File: config.mk
export PLATFORM = sky130hd
export DESIGN_NAME = lsb_stego_stream_decoder_core
export DESIGN_NICKNAME = d
export VERILOG_FILES = /design/src/design/lssd_pkg.sv /design/src/design/lssd_front.sv /design/src/design/lssd_queue.sv /design/src/design/lssd_back.sv /design/src/design/lsb_stego_stream_decoder_core.sv
export SDC_FILE = /design/constraint.sdc
export NUM_CORES = 1
export LEC_CHECK = 0
export BUFFER_PORTS_ARGS = -buffer_cell sky130_fd_sc_hd__buf_2
export CORE_MARGIN = 2
export CORE_UTILIZATION = 35
export CTS_CLUSTER_DIAMETER = 50
export DETAILED_ROUTE_END_ITERATION = 8
export PLACE_DENSITY = 0.52
export SKIP_CTS_REPAIR_TIMING = 1
export SYNTH_ARGS = -nofsm -noshare
export SYNTH_HDL_FRONTEND = slang
export SYNTH_SLANG_ARGS = --single-unit
File: constraint.sdc
create_clock -name clk -period 3.6 [get_ports clk]
set_clock_uncertainty 0.15 [all_clocks]
set_input_delay 0.18 -clock clk [delete_from_list [all_inputs] [get_ports clk]]
set_output_delay 0.18 -clock clk [all_outputs]
set_load 0.005 [all_outputs]
File: src/design/lssd_pkg.sv
`timescale 1ns / 1ps
package lssd_pkg;

  localparam int MAGIC_LEN  = 2;
  localparam int SIZE_BITS  = 32;
  localparam int CFG_W      = 16;
  localparam int BYTE_W     = 8;
  localparam int CNT_W      = $clog2(SIZE_BITS);
  localparam int MIDX_W     = (MAGIC_LEN > 1) ? $clog2(MAGIC_LEN) : 1;
  localparam int Q_DEPTH    = 4;
  localparam int Q_PTR_W    = $clog2(Q_DEPTH);
  localparam int Q_CNT_W    = $clog2(Q_DEPTH + 1);

  localparam logic [CFG_W-1:0] HEADER_SKIP_RST = 16'd54;
  localparam logic [CFG_W-1:0] MAGIC_WORD_RST  = 16'd9002;

  // configuration register indexes
  localparam logic CFG_HEADER_SKIP = 1'b0;
  localparam logic CFG_MAGIC_WORD  = 1'b1;

  // one request handed from the front to the back
  typedef struct packed {
    logic restart;  // frame start seen: back state returns to its reset value
    logic data;     // byte carries a hidden bit
    logic lsb;
  } q_entry_t;

  typedef struct packed {
    logic full;
    logic empty;
  } q_status_t;

  // character idx of the magic word; characters above bit 15 are zero
  function automatic logic [BYTE_W-1:0] expected_char(input logic [CFG_W-1:0] word,
                                                      input logic [MIDX_W-1:0] idx);
    int pos;
    pos = MAGIC_LEN - 1 - int'(idx);
    if (pos >= 2 || pos < 0) begin
      return '0;
    end
    return BYTE_W'(word >> (BYTE_W * pos));
  endfunction

endpackage

File: src/design/lssd_front.sv
`timescale 1ns / 1ps
module lssd_front import lssd_pkg::*; (
  input  logic             clk,
  input  logic             rst_n,
  input  logic             accept,
  input  logic [7:0]       cover_byte,
  input  logic             frame_start,
  input  logic [CFG_W-1:0] header_skip,
  output logic             push,
  output q_entry_t         entry
);

  logic [CFG_W-1:0] hdr_cnt_r, hdr_cnt_nxt;
  logic             hdr_done_r, hdr_done_nxt;
  logic [CFG_W-1:0] cnt_cur;
  logic             done_cur;
  logic             in_hdr;

  always_comb begin
    cnt_cur  = frame_start ? '0   : hdr_cnt_r;
    done_cur = frame_start ? 1'b0 : hdr_done_r;
    in_hdr   = !done_cur && (cnt_cur < header_skip);
    hdr_cnt_nxt  = hdr_cnt_r;
    hdr_done_nxt = hdr_done_r;
    if (accept) begin
      hdr_cnt_nxt  = in_hdr ? cnt_cur + 1'b1 : cnt_cur;
      hdr_done_nxt = !in_hdr;
    end
  end

  // header bytes are dropped unless they have to carry a restart
  assign push          = accept && (!in_hdr || frame_start);
  assign entry.restart = frame_start;
  assign entry.data    = !in_hdr;
  assign entry.lsb     = cover_byte[0];

  always_ff @(posedge clk) begin
    if (!rst_n) begin
      hdr_cnt_r  <= '0;
      hdr_done_r <= 1'b0;
    end else begin
      hdr_cnt_r  <= hdr_cnt_nxt;
      hdr_done_r <= hdr_done_nxt;
    end
  end

endmodule

File: src/design/lssd_queue.sv
`timescale 1ns / 1ps
module lssd_queue import lssd_pkg::*; (
  input  logic      clk,
  input  logic      rst_n,
  input  logic      push,
  input  q_entry_t  push_entry,
  input  logic      pop,
  output q_entry_t  head,
  output q_status_t status
);

  q_entry_t           mem_r [Q_DEPTH];
  logic [Q_PTR_W-1:0] wr_ptr_r, rd_ptr_r;
  logic [Q_CNT_W-1:0] cnt_r, cnt_nxt;
  logic               do_push, do_pop;

  assign status.full  = (cnt_r == Q_CNT_W'(Q_DEPTH));
  assign status.empty = (cnt_r == '0);
  assign do_push      = push && !status.full;
  assign do_pop       = pop && !status.empty;
  assign head         = mem_r[rd_ptr_r];

  always_comb begin
    cnt_nxt = cnt_r;
    if (do_push && !do_pop) begin
      cnt_nxt = cnt_r + 1'b1;
    end else if (do_pop && !do_push) begin
      cnt_nxt = cnt_r - 1'b1;
    end
  end

  always_ff @(posedge clk) begin
    if (do_push) begin
      mem_r[wr_ptr_r] <= push_entry;
    end
  end

  always_ff @(posedge clk) begin
    if (!rst_n) begin
      wr_ptr_r <= '0;
      rd_ptr_r <= '0;
      cnt_r    <= '0;
    end else begin
      if (do_push) begin
        wr_ptr_r <= wr_ptr_r + 1'b1;
      end
      if (do_pop) begin
        rd_ptr_r <= rd_ptr_r + 1'b1;
      end
      cnt_r <= cnt_nxt;
    end
  end

endmodule

File: src/design/lssd_back.sv
`timescale 1ns / 1ps
module lssd_back import lssd_pkg::*; (
  input  logic             clk,
  input  logic             rst_n,
  input  q_entry_t         head,
  input  q_status_t        q_status,
  output logic             pop,
  input  logic [CFG_W-1:0] magic_word,
  output logic             out_valid,
  input  logic             out_ready,
  output logic [7:0]       out_byte,
  output logic             out_kind,
  output logic             out_is_last,
  output logic             out_magic_match
);

  localparam logic [2:0] PH_MAGIC    = 3'd1;
  localparam logic [2:0] PH_EXT_LEN  = 3'd2;
  localparam logic [2:0] PH_EXT_DATA = 3'd3;
  localparam logic [2:0] PH_PAY_LEN  = 3'd4;
  localparam logic [2:0] PH_PAY_DATA = 3'd5;
  localparam logic [2:0] PH_DONE     = 3'd6;

  logic [2:0]           phase_r, phase_nxt;
  logic [CNT_W-1:0]     bit_cnt_r, bit_cnt_nxt;
  logic [SIZE_BITS-2:0] shift_r, shift_nxt;
  logic [SIZE_BITS-1:0] left_r, left_nxt;
  logic [MIDX_W-1:0]    midx_r, midx_nxt;
  logic                 mok_r, mok_nxt;

  logic                 out_valid_r, out_valid_nxt;
  logic [7:0]           out_byte_r, out_byte_nxt;
  logic                 out_kind_r, out_kind_nxt;
  logic                 out_last_r, out_last_nxt;
  logic                 out_mm_r, out_mm_nxt;

  logic [SIZE_BITS-1:0] word;
  logic                 need_long, word_done, emit;

  assign pop = !q_status.empty && (!out_valid_r || out_ready);

  always_comb begin
    // state after an optional restart, before this bit
    phase_nxt   = head.restart ? PH_MAGIC : phase_r;
    bit_cnt_nxt = head.restart ? '0 : bit_cnt_r;
    shift_nxt   = head.restart ? '0 : shift_r;
    left_nxt    = head.restart ? '0 : left_r;
    midx_nxt    = head.restart ? '0 : midx_r;
    mok_nxt     = head.restart ? 1'b1 : mok_r;

    word      = {shift_nxt, head.lsb};
    need_long = (phase_nxt == PH_EXT_LEN) || (phase_nxt == PH_PAY_LEN);
    word_done = need_long ? (bit_cnt_nxt == CNT_W'(SIZE_BITS - 1))
                          : (bit_cnt_nxt == CNT_W'(BYTE_W - 1));
    emit         = 1'b0;
    out_byte_nxt = word[7:0];
    out_kind_nxt = (phase_nxt == PH_PAY_DATA);
    out_last_nxt = (phase_nxt == PH_PAY_DATA) && (left_nxt == SIZE_BITS'(1));
    out_mm_nxt   = mok_nxt;

    if (head.data && phase_nxt != PH_DONE) begin
      if (!word_done) begin
        shift_nxt   = word[SIZE_BITS-2:0];
        bit_cnt_nxt = bit_cnt_nxt + 1'b1;
      end else begin
        shift_nxt   = '0;
        bit_cnt_nxt = '0;
        case (phase_nxt)
          PH_MAGIC: begin
            if (word[7:0] != expected_char(magic_word, midx_nxt)) begin
              mok_nxt = 1'b0;
            end
            if (midx_nxt == MIDX_W'(MAGIC_LEN - 1)) begin
              phase_nxt = PH_EXT_LEN;
            end
            midx_nxt = midx_nxt + 1'b1;
          end
          PH_EXT_LEN: begin
            left_nxt  = word;
            phase_nxt = (word != '0) ? PH_EXT_DATA : PH_PAY_LEN;
          end
          PH_PAY_LEN: begin
            left_nxt  = word;
            phase_nxt = (word != '0) ? PH_PAY_DATA : PH_DONE;
          end
          PH_EXT_DATA: begin
            emit = 1'b1;
            if (left_nxt == SIZE_BITS'(1)) begin
              phase_nxt = PH_PAY_LEN;
            end
            left_nxt = left_nxt - 1'b1;
          end
          PH_PAY_DATA: begin
            emit = 1'b1;
            if (left_nxt == SIZE_BITS'(1)) begin
              phase_nxt = PH_DONE;
            end
            left_nxt = left_nxt - 1'b1;
          end
          default: begin
            phase_nxt = PH_DONE;
          end
        endcase
      end
    end

    if (pop && emit) begin
      out_valid_nxt = 1'b1;
    end else if (out_ready) begin
      out_valid_nxt = 1'b0;
    end else begin
      out_valid_nxt = out_valid_r;
    end
  end

  always_ff @(posedge clk) begin
    if (pop && emit) begin
      out_byte_r <= out_byte_nxt;
      out_kind_r <= out_kind_nxt;
      out_last_r <= out_last_nxt;
      out_mm_r   <= out_mm_nxt;
    end
    if (pop) begin
      shift_r <= shift_nxt;
      left_r  <= left_nxt;
    end
  end

  always_ff @(posedge clk) begin
    if (!rst_n) begin
      phase_r     <= PH_MAGIC;
      bit_cnt_r   <= '0;
      midx_r      <= '0;
      mok_r       <= 1'b1;
      out_valid_r <= 1'b0;
    end else begin
      if (pop) begin
        phase_r   <= phase_nxt;
        bit_cnt_r <= bit_cnt_nxt;
        midx_r    <= midx_nxt;
        mok_r     <= mok_nxt;
      end
      out_valid_r <= out_valid_nxt;
    end
  end

  assign out_valid       = out_valid_r;
  assign out_byte        = out_byte_r;
  assign out_kind        = out_kind_r;
  assign out_is_last     = out_last_r;
  assign out_magic_match = out_mm_r;

endmodule

File: src/design/lsb_stego_stream_decoder_core.sv
`timescale 1ns / 1ps
// A hidden byte is registered into the output when the queue entry with its last bit is popped.
// Throughput: 1 cover byte per cycle while in_ready is high; the back end pops one queue entry
// per cycle while the output register is free or draining, the 4-entry queue absorbs stalls.
// Reset (rst_n low, synchronous): header_skip = 54, magic_word = 9002, decoder back in
// header skip, queue and output empty. No clearing pass; in_ready is high right after reset.
module lsb_stego_stream_decoder_core import lssd_pkg::*; (
  input  logic             clk,
  input  logic             rst_n,
  input  logic             in_valid,
  output logic             in_ready,
  input  logic [7:0]       in_cover_byte,
  input  logic             in_frame_start,
  output logic             out_valid,
  input  logic             out_ready,
  output logic [7:0]       out_byte,
  output logic             out_kind,
  output logic             out_is_last,
  output logic             out_magic_match,
  input  logic             cfg_we,
  input  logic             cfg_index,
  input  logic [CFG_W-1:0] cfg_wdata
);

  logic [CFG_W-1:0] header_skip_r;
  logic [CFG_W-1:0] magic_word_r;
  logic             accept;
  logic             push;
  logic             pop;
  q_entry_t         push_entry;
  q_entry_t         head;
  q_status_t        q_status;

  always_ff @(posedge clk) begin
    if (!rst_n) begin
      header_skip_r <= HEADER_SKIP_RST;
      magic_word_r  <= MAGIC_WORD_RST;
    end else if (cfg_we) begin
      case (cfg_index)
        CFG_HEADER_SKIP: header_skip_r <= cfg_wdata;
        CFG_MAGIC_WORD:  magic_word_r  <= cfg_wdata;
        default:         header_skip_r <= header_skip_r;
      endcase
    end
  end

  assign in_ready = !q_status.full;
  assign accept   = in_valid && in_ready;

  lssd_front u_front (
    .clk         (clk),
    .rst_n       (rst_n),
    .accept      (accept),
    .cover_byte  (in_cover_byte),
    .frame_start (in_frame_start),
    .header_skip (header_skip_r),
    .push        (push),
    .entry       (push_entry)
  );

  lssd_queue u_queue (
    .clk        (clk),
    .rst_n      (rst_n),
    .push       (push),
    .push_entry (push_entry),
    .pop        (pop),
    .head       (head),
    .status     (q_status)
  );

  lssd_back u_back (
    .clk             (clk),
    .rst_n           (rst_n),
    .head            (head),
    .q_status        (q_status),
    .pop             (pop),
    .magic_word      (magic_word_r),
    .out_valid       (out_valid),
    .out_ready       (out_ready),
    .out_byte        (out_byte),
    .out_kind        (out_kind),
    .out_is_last     (out_is_last),
    .out_magic_match (out_magic_match)
  );

`ifndef SYNTHESIS
  a_queue_flags: assert property (@(posedge clk) disable iff (!rst_n)
    !(q_status.full && q_status.empty))
    else $error("queue full and empty together");

  a_last_is_payload: assert property (@(posedge clk) disable iff (!rst_n)
    out_valid |-> (!out_is_last || out_kind))
    else $error("last flag on an extension byte");

  a_reset_idle: assert property (@(posedge clk)
    !rst_n |=> (!out_valid && in_ready))
    else $error("not idle after reset");

  a_no_pop_empty: assert property (@(posedge clk) disable iff (!rst_n)
    q_status.empty |-> !pop)
    else $error("pop from empty queue");
`endif

endmodule

After elaboration in Yosys (flattened, before gate mapping)
Memories as Yosys holds them, arrays and structs flattened. A register that Yosys moved wholly into a read port is not among the register bits.
Cells that the tools add are included.
- add/sub/neg operators: 9
- magnitude comparators: 3
- bitwise gates (word level): 1
- shifts and indexed selects: 1
- reductions and logical operators: 30
- mux-type cells: 52
- eq/ne operators: 11
- operator list (cell ; number):
    2-to-1 mux 32 bit ; 3
    2-to-1 mux 31 bit ; 3
    case mux 32 bit (2 select lines) ; 1
    2-to-1 mux 8 bit ; 5
    == test 32 x 1 -> 1 bit (second input constant) ; 1
    greater-or-equal comparator 32 x 3 -> 1 bit (second input constant) ; 1
    < comparator 32 x 1 -> 1 bit (second input constant) ; 1
    2-to-1 mux 16 bit ; 2
    nonzero test 32 bit ; 1
    right shift 16 x 32 -> 8 bit ; 1
    subtractor 32 x 1 -> 32 bit (second input constant) ; 1
    2-to-1 mux 3 bit ; 9
    2-to-1 mux 1 bit ; 22
    adder 16 x 1 -> 16 bit (second input constant) ; 1
    < comparator 16 bit ; 1
    2-to-1 mux 5 bit ; 3
    case mux 3 bit (5 select lines) ; 1
    logical AND 1 bit ; 11
    == test 3 bit (second input constant) ; 3
    != test 8 bit ; 1
    logical NOT 1 bit ; 7
    == test 3 x 2 -> 1 bit (second input constant) ; 2
    2-to-1 mux 2 bit ; 3
    adder 5 x 1 -> 5 bit (second input constant) ; 1
    15 further kinds ; 22
- input port bits: 31
- output and inout port bits: 13
- RAM bits: 12
- word-level logic and storage cells: 126
- memories: 1
- flip-flop bits (word level): 141
- memory list (name ; depth ; width ; rd ports ; clocked after Yosys merged registers in ; write ports ; line ; source):
    u_queue.mem_r ; 4 ; 3 ; 1 ; 1 ; 1 ; lssd_queue.sv:12 ; q_entry_t mem_r [Q_DEPTH];

Logic depth before layout (Yosys ltp)
Gate-level depths: netlist of the first run.
- depth in word-level cells: 17
- gate-level depth with buffers: 15
- mapped depth without buffers: 13

Cells and area by module
Synthesis of the first run repeated with hierarchy kept, for this count alone.
- cells, all modules: 1043
- area total of the unflattened synthesis: 9410.3 µm²
- by module, submodules not included (module ; area each (µm²) ; seq. area each (µm²) ; times used ; cells an instance):
    lssd_back ; 5625.4 ; 2442.3 ; 1 ; 635
    lssd_front ; 1574.0 ; 340.3 ; 1 ; 210
    lsb_stego_stream_decoder_core ; 1293.7 ; 640.6 ; 1 ; 135
    lssd_queue ; 917.1 ; 540.5 ; 1 ; 63

Least setup slack after synthesis of the first run
OpenSTA, ideal clock, no wires.
- path type: reg2reg
- start point: reg u_queue.cnt_r[0]
- end point: reg u_back.phase_r[2]
- setup time: 0.116 ns
- data arrival time: 3.420 ns
- stages on the path, launching flop included: 7
- clock period less this slack: 3.686 ns
- data required time: 3.334 ns
- path buffers: 1
- path slack: -0.086 ns
- cells stage by stage: dfxtp_1 o31ai_1 inv_2 clkbuf_1 a21oi_1 and2_1 a41o_1
- cells in the longest elaborated chain, start to end: 3
- RTL lines (element ; line ; source):
    from (decl) ; lssd_queue.sv:14 ; logic [Q_CNT_W-1:0] cnt_r, cnt_nxt;
    from (signal assigned) ; lssd_queue.sv:50 ; cnt_r <= cnt_nxt;
    logical NOT 3 bit ; lssd_queue.sv:18 ; assign status.empty = (cnt_r == '0);
    logical NOT 1 bit ; lssd_back.sv:40 ; assign pop = !q_status.empty && (!out_valid_r || out_ready);
    logical AND 1 bit ; lssd_back.sv:40 ;
    named net pop ; lsb_stego_stream_decoder_core.sv:29 ; logic pop;
    to (signal assigned) ; lssd_back.sv:138 ; phase_r <= phase_nxt;
    to (decl) ; lssd_back.sv:24 ; logic [2:0] phase_r, phase_nxt;
The timed path passes the listed nets, and every way through them passes these cells.
A chain may end at the register's enable or synchronous reset.

Worst setup path in the final report of the first run
- start point: reg u_front.hdr_cnt_r[4]
- end point: reg u_queue.cnt_r[2]
- cells in the longest elaborated chain, start to end: 10
- elaborated cells on any way between the ends: 12
- those cells by class: 1 x order compare; 2 x mux; 9 x reduce/logical
- RTL lines (element ; line ; source):
    from (decl) ; lssd_front.sv:13 ; logic [CFG_W-1:0] hdr_cnt_r, hdr_cnt_nxt;
    from (signal assigned) ; lssd_front.sv:42 ; hdr_cnt_r <= hdr_cnt_nxt;
    2-to-1 mux 16 bit * ; lssd_front.sv:20 ; cnt_cur = frame_start ? '0 : hdr_cnt_r;
    < comparator 16 bit * ; lssd_front.sv:22 ; in_hdr = !done_cur && (cnt_cur < header_skip);
    logical AND 1 bit * ; lssd_front.sv:22 ;
    logical NOT 1 bit * ; lssd_front.sv:32 ; assign push = accept && (!in_hdr || frame_start);
    logical OR 1 bit * ; lssd_front.sv:32 ;
    logical AND 1 bit * ; lssd_front.sv:32 ;
    logical AND 1 bit * ; lssd_queue.sv:19 ; assign do_push = push && !status.full;
    named net u_queue.do_push ; lssd_queue.sv:15 ; logic do_push, do_pop;
    logical NOT 1 bit ; lssd_queue.sv:27 ; end else if (do_pop && !do_push) begin
    logical AND 1 bit ; lssd_queue.sv:27 ;
    nonzero test 2 bit (no source line) ; n/a ;
Mark *: on every way through the listed nets, which the timed path passes. The rest lies on a longest branch.

==> results of run 1 <==
==> registers in the layout (all words and copies together) (netlist names), 2 cells and up, named ones only <==
| register | count |
|---|---|
| u_back.left_r | 32 |
| u_back.shift_r | 31 |
| header_skip_r | 16 |
| magic_word_r | 16 |
| u_front.hdr_cnt_r | 16 |
| u_queue.mem_r | 12 |
| u_back.out_byte | 8 |
| u_back.bit_cnt_r | 5 |
| u_back.phase_r | 3 |
| u_queue.cnt_r | 3 |
| u_queue.rd_ptr_r | 2 |
| u_queue.wr_ptr_r | 2 |
==> layout make-up <==
type | count | area (µm²) | area share
Tap cell | 330 | 413 | 0.0403
Timing Repair Buffer | 84 | 586 | 0.0571
Clock buffer | 22 | 497 | 0.0485
Sequential cell | 155 | 3960 | 0.387
Multi-Input combinational cell | 774 | 4570 | 0.445
Inverter | 34 | 128 | 0.0124
Clock inverter | 10 | 100 | 0.00976
==> synth_stat cells, types with 14 or more instances <==
master and count:
nand4_1 14, dfxtp_1 69, ha_1 23, o21ai_0 14
nor2b_1 26, a21oi_1 102, nand2_1 197, clkbuf_1 46
edfxtp_1 86, nand3_1 47, mux2i_1 25, nor2_1 57
inv_1 33, nor3_1 22, nor4_1 19, o21ai_1 45
==> worst paths after layout <==
check	slack, ns	endpoint	cells past startpoint
worst max register to register	0.33	u_queue.cnt_r[2]	13
worst min register to register	0.31	header_skip_r[12]	2
worst max-delay path	0.33	u_queue.cnt_r[2]	13
worst min-delay path	-0.07	u_front.hdr_done_r	3
==> power groups by stage <==
| stage | Clock, µW | Sequential, µW | Combinational, µW |
|---|---|---|---|
| 4_1_cts | 1880 | 3080 | 2340 |
| 3_3_place_gp | 0 | 3110 | 2310 |
| 6_report | 1840 | 3080 | 2350 |
| 2_1_floorplan | 0 | 2910 | 1720 |
| 3_5_place_dp | 0 | 3100 | 2330 |
| 5_1_grt | 1940 | 3160 | 2620 |
==> routing by layer <==
layer	vias up	wire length [µm]	track usage
met1	3641	12200	0.269
met2	191	10700	0.286
met5	-	0	0
met3	23	1140	0.0330
li1	3818	-	-
met4	0	462	0.0598
==> critical path: stages (launching register included) <==
cell and delay, ns:
dfxtp_1 0.37, nor2b_1 0.20, ha_1 0.27, a21o_1 0.18
a21oi_1 0.19, o211ai_1 0.22, a2111oi_0 0.51, nor3_2 0.10
ha_1 0.22, inv_1 0.08, fa_1 0.18, xor2_1 0.08
or3_1 0.30, a21oi_1 0.15
==> kinds of logic (layout without fill, tap and decap cells) <==
group,Yosys count,in the layout,synth area share
AOI/OAI and AO/OA,262,262,0.187
xor gates and xnor gates,10,10,0.00983
adders and majority gates,24,24,0.0346
buffers and inverters,96,150,0.0428
DFF,155,155,0.445
muxes,32,32,0.0407
and+or+nand+nor,446,446,0.240
==> through the flow <==
stage          setup WS, ns  power (µW)  instance area (µm²)
2_1_floorplan        0.0453        4620                 8910
3_3_place_gp          0.228        5410                 9480
3_5_place_dp          0.120        5440                 9480
4_1_cts               0.291        7290                10100
5_1_grt               0.121        7720                10300
6_report              0.329        7280                10300
==> run metrics, run 1 <==
critical hold path startpoint=in_valid; Clk Latency, worst-skew pair=0.44 ns; failing checks=hold timing; Ys Warns=0; clock buffer depth=2; pin count of the biggest net entering global routing=44; CTS Root Cell=clkbuf_16; Synth top area share=0.290; Unique masters post-synth=76; Mean Syn Cell Area=8.69 µm²; post-DP HPWL=16.9 mm; CTS clk-pin slew, worst paths=0.07 ns; post-layout util=0.408; crit path DAT=3.49 ns; antenna cells=0; drt wl/cell=17.4 µm; core area=0.0251 mm²; Final Hold Viols=1; status=complete, but fails checks; Die Span Y=164 µm; CTS Sinks=155; vias per std cell=5.45; Mapped Cells=1025; Async SR Flop Fraction=0; vias in the first global route=7109; critical path class=reg2reg; Yosys top cell by area=edfxtp_1; Gate power share=0.323; P&R area growth vs syn=15.1%; worst min-delay path class=in2reg; unrepaired setup endpoints after global routing=no; gr usage total=0.187; Worst Hold Margin=-0.0702 ns; worst endpoint required time=3.82 ns; Psw=2840 µW; CTS tree=done; Max-Cap Viols=0; CTS Buf Count=17; Die W=164 µm; H-Tree Level Count=4; Antenna Nets Post-Route=0; Fillers=2554; final WL=24.5 mm; Pre-antenna DRT Iters=5; Slew Limit Fails=0; Final Setup Violations=0; layout cells sized above 1=0.105; FF-to-FF Start=u_front.hdr_cnt_r[4]; Die Footprint=0.0267 mm²; IO Pins=44; first-pass GRT wire length=39.1 mm; I/O Buffers=36; Peak Freq=306 MHz; maximum vdd drop=0.306 mV; Final period util=0.909; Synth area leaders=edfxtp_1 (29%), dfxtp_1 (16%), nand2_1 (8.3%); Rows=58; DRT iter0 DRCs=567; cell area power density=710 mW/mm²; sequential fraction of the synthesis area=0.445; most frequent cells in the layout=nand2_1 (197), a21oi_1 (102), edfxtp_1 (86), dfxtp_1 (69), nor2_1 (57); fin nets=1121; number of synthesized flops with an enable pin=86; sequential share of power=0.424; most common cell after layout, fill and taps aside=nand2_1; Routability Congestion=0.797; sw frac=0.390; worst slew pin tran=1.18 ns; internal power=4440 µW; Starting Density=0.355; DR DRC count=0; setup TNS=0 ns; DR vias=7673; primary flip-flop cell chosen by synthesis mapping=edfxtp_1; Startpoint Class=register; Tmin final=3.27 ns; crit path capture type=register; Finished Layout Cells=1409; Worst Setup SP=u_front.hdr_cnt_r[4]; Synthesized Nets=1080; peak fanout along the critical path=4; Pleak=0.00387 µW; placed cells=1359; mapped cell area=0.00891 mm²; Clock power frac=0.253; initial antenna violation count=0; gr ovfl total=0; Slew HR=0.212; #FFs+latches synth=155
No activity file was read; power rests on OpenSTA's default activity.
==> run 2: changes to the inputs <==
- clock period: 3.6 -> 2.7 ns (I/O delays scaled with it)
==> run metrics, run 2 (synthesized netlist as in run 1, its figures left out) <==
most common cell after layout, fill and taps aside=nand2_1; worst endpoint required time=2.92 ns; Die Footprint=0.0267 mm²; drt wl/cell=18.1 µm; DP Worst Slack=-0.362 ns; Final period util=1.08; Routability Congestion=0.830; worst slew pin tran=0.629 ns; crit path capture type=register; cell area power density=919 mW/mm²; pin count of the biggest net entering global routing=73; Die Span Y=164 µm; fin nets=1239; I/O Buffers=36; unrepaired setup endpoints after global routing=yes; Clk Latency, worst-skew pair=0.45 ns; Final Setup Violations=2; post-layout util=0.473; IO Pins=44; vias in the first global route=7541; Max-Cap Viols=0; Peak Freq=343 MHz; Startpoint Class=register; Fillers=2395; Starting Density=0.355; first-pass GRT wire length=41.9 mm; Rows=58; number of flip-flops in the largest register=32; Regs by FF count=u_back.left_r x32, u_back.shift_r x31; DR vias=8197; Final Hold Viols=0; critical path class=reg2reg; Die W=164 µm; Worst Setup SP=u_front.hdr_cnt_r[1]; core area=0.0251 mm²; Pre-antenna DRT Iters=5; final WL=27.6 mm; maximum vdd drop=0.669 mV; peak fanout along the critical path=2; crit path DAT=3.13 ns; Most flops, register=u_back.left_r; post-DP HPWL=18.7 mm; antenna cells=0; initial antenna violation count=0; Antenna Nets Post-Route=0; clock buffer depth=2; CTS clk-pin slew, worst paths=0.07 ns; reg2reg setup slack=-0.21 ns; failing checks=setup timing; status=complete, but fails checks; gr ovfl total=0; DR DRC count=0; Reg2Reg Depth=13; Pleak=0.00464 µW; critical hold path startpoint=cfg_index; CTS Sinks=155; FF-to-FF Start=u_front.hdr_cnt_r[1]; Area after DPL=0.0105 mm²; vias per std cell=5.37; Slew Limit Fails=0; CTS Buf Count=17; P&R area growth vs syn=33.4%; end of the critical path=u_queue.cnt_r[2]; DRT iter0 DRCs=705; worst min-delay path class=in2reg; most frequent cells in the layout=nand2_1 (191), buf_4 (122), edfxtp_1 (86), a21oi_1 (67), dfxtp_1 (64); layout cells sized above 1=0.268; Slew HR=0.577; Design Area, Final=0.0119 mm²; reg2reg end=u_queue.cnt_r[2]; CTS Root Cell=clkbuf_16; post-route setup slack=-0.213 ns; H-Tree Level Count=4; CTS tree=done; gr usage total=0.202; Tmin final=2.91 ns
run 2: changes by cell type in the layout (fill, tap and decap cells not counted), sizes merged:
cell,change
clkbuf,+5
buf,+111
bufinv,-1
nor2,+1
dlygate4sd3,+2
clkinvlp,-1
inv,-1
clkinv,+2
run 2: cell type report:
type | count | area (µm²) | share of cell area
clock buffers | 23 | 510 | 0.0430
well taps | 330 | 413 | 0.0348
clock inverters | 9 | 73.8 | 0.00622
repair buffers | 201 | 1710 | 0.144
flip-flops and latches | 155 | 3970 | 0.334
inverters | 34 | 133 | 0.0112
multi-input cells | 775 | 5070 | 0.427
run 2: stage by stage:
stage                     cells  power [µW]  TNS (ns)  hold WS [ns]
final                      1527       10900    -0.328        0.0620
after global routing       1527       11500     -2.11         0.100
after CTS                  1479       10500    -0.731        -0.240
after detailed placement   1447        8070    -0.801         0.216
after global placement     1447        8040    -0.751         0.206
after floorplan            1025        6440     -8.08        0.0839
run 2: worst min-delay path by stage:
stage | endpoint | cells past startpoint
after global placement | u_queue.mem_r[3][0] | 1
final | header_skip_r[12] | 5
after global routing | header_skip_r[8] | 5
after floorplan | u_queue.mem_r[0][0] | 0
after detailed placement | u_queue.mem_r[0][0] | 1
after CTS | u_queue.mem_r[3][0] | 1
run 2: power breakdown:
part | leakage [µW] | total, µW | switching [µW] | internal (µW)
combinational | 0.00294 | 4530 | 2610 | 1910
sequential | 0.00142 | 4000 | 613 | 3390
clock | 0.000289 | 2390 | 1040 | 1350
total | 0.00464 | 10900 | 4260 | 6650
run 2: per-layer routing:
layer | track usage | routed length [µm] | up-vias
li1 | - | - | 4072
met1 | 0.289 | 13400 | 3887
met2 | 0.315 | 12500 | 200
met3 | 0.0343 | 1200 | 38
met4 | 0.0526 | 510 | 0
met5 | 0 | 0 | -
run 2: critical path, cell delays in order, from the launching register on:
cell,delay [ns]
dfxtp_2,0.32
nor2b_4,0.13
ha_4,0.27
nor2_1,0.03
a221o_1,0.29
o211ai_1,0.13
a2111oi_2,0.12
nor3_2,0.19
ha_2,0.23
inv_2,0.04
fa_2,0.33
xor2_1,0.17
or3_1,0.31
a21oi_1,0.12
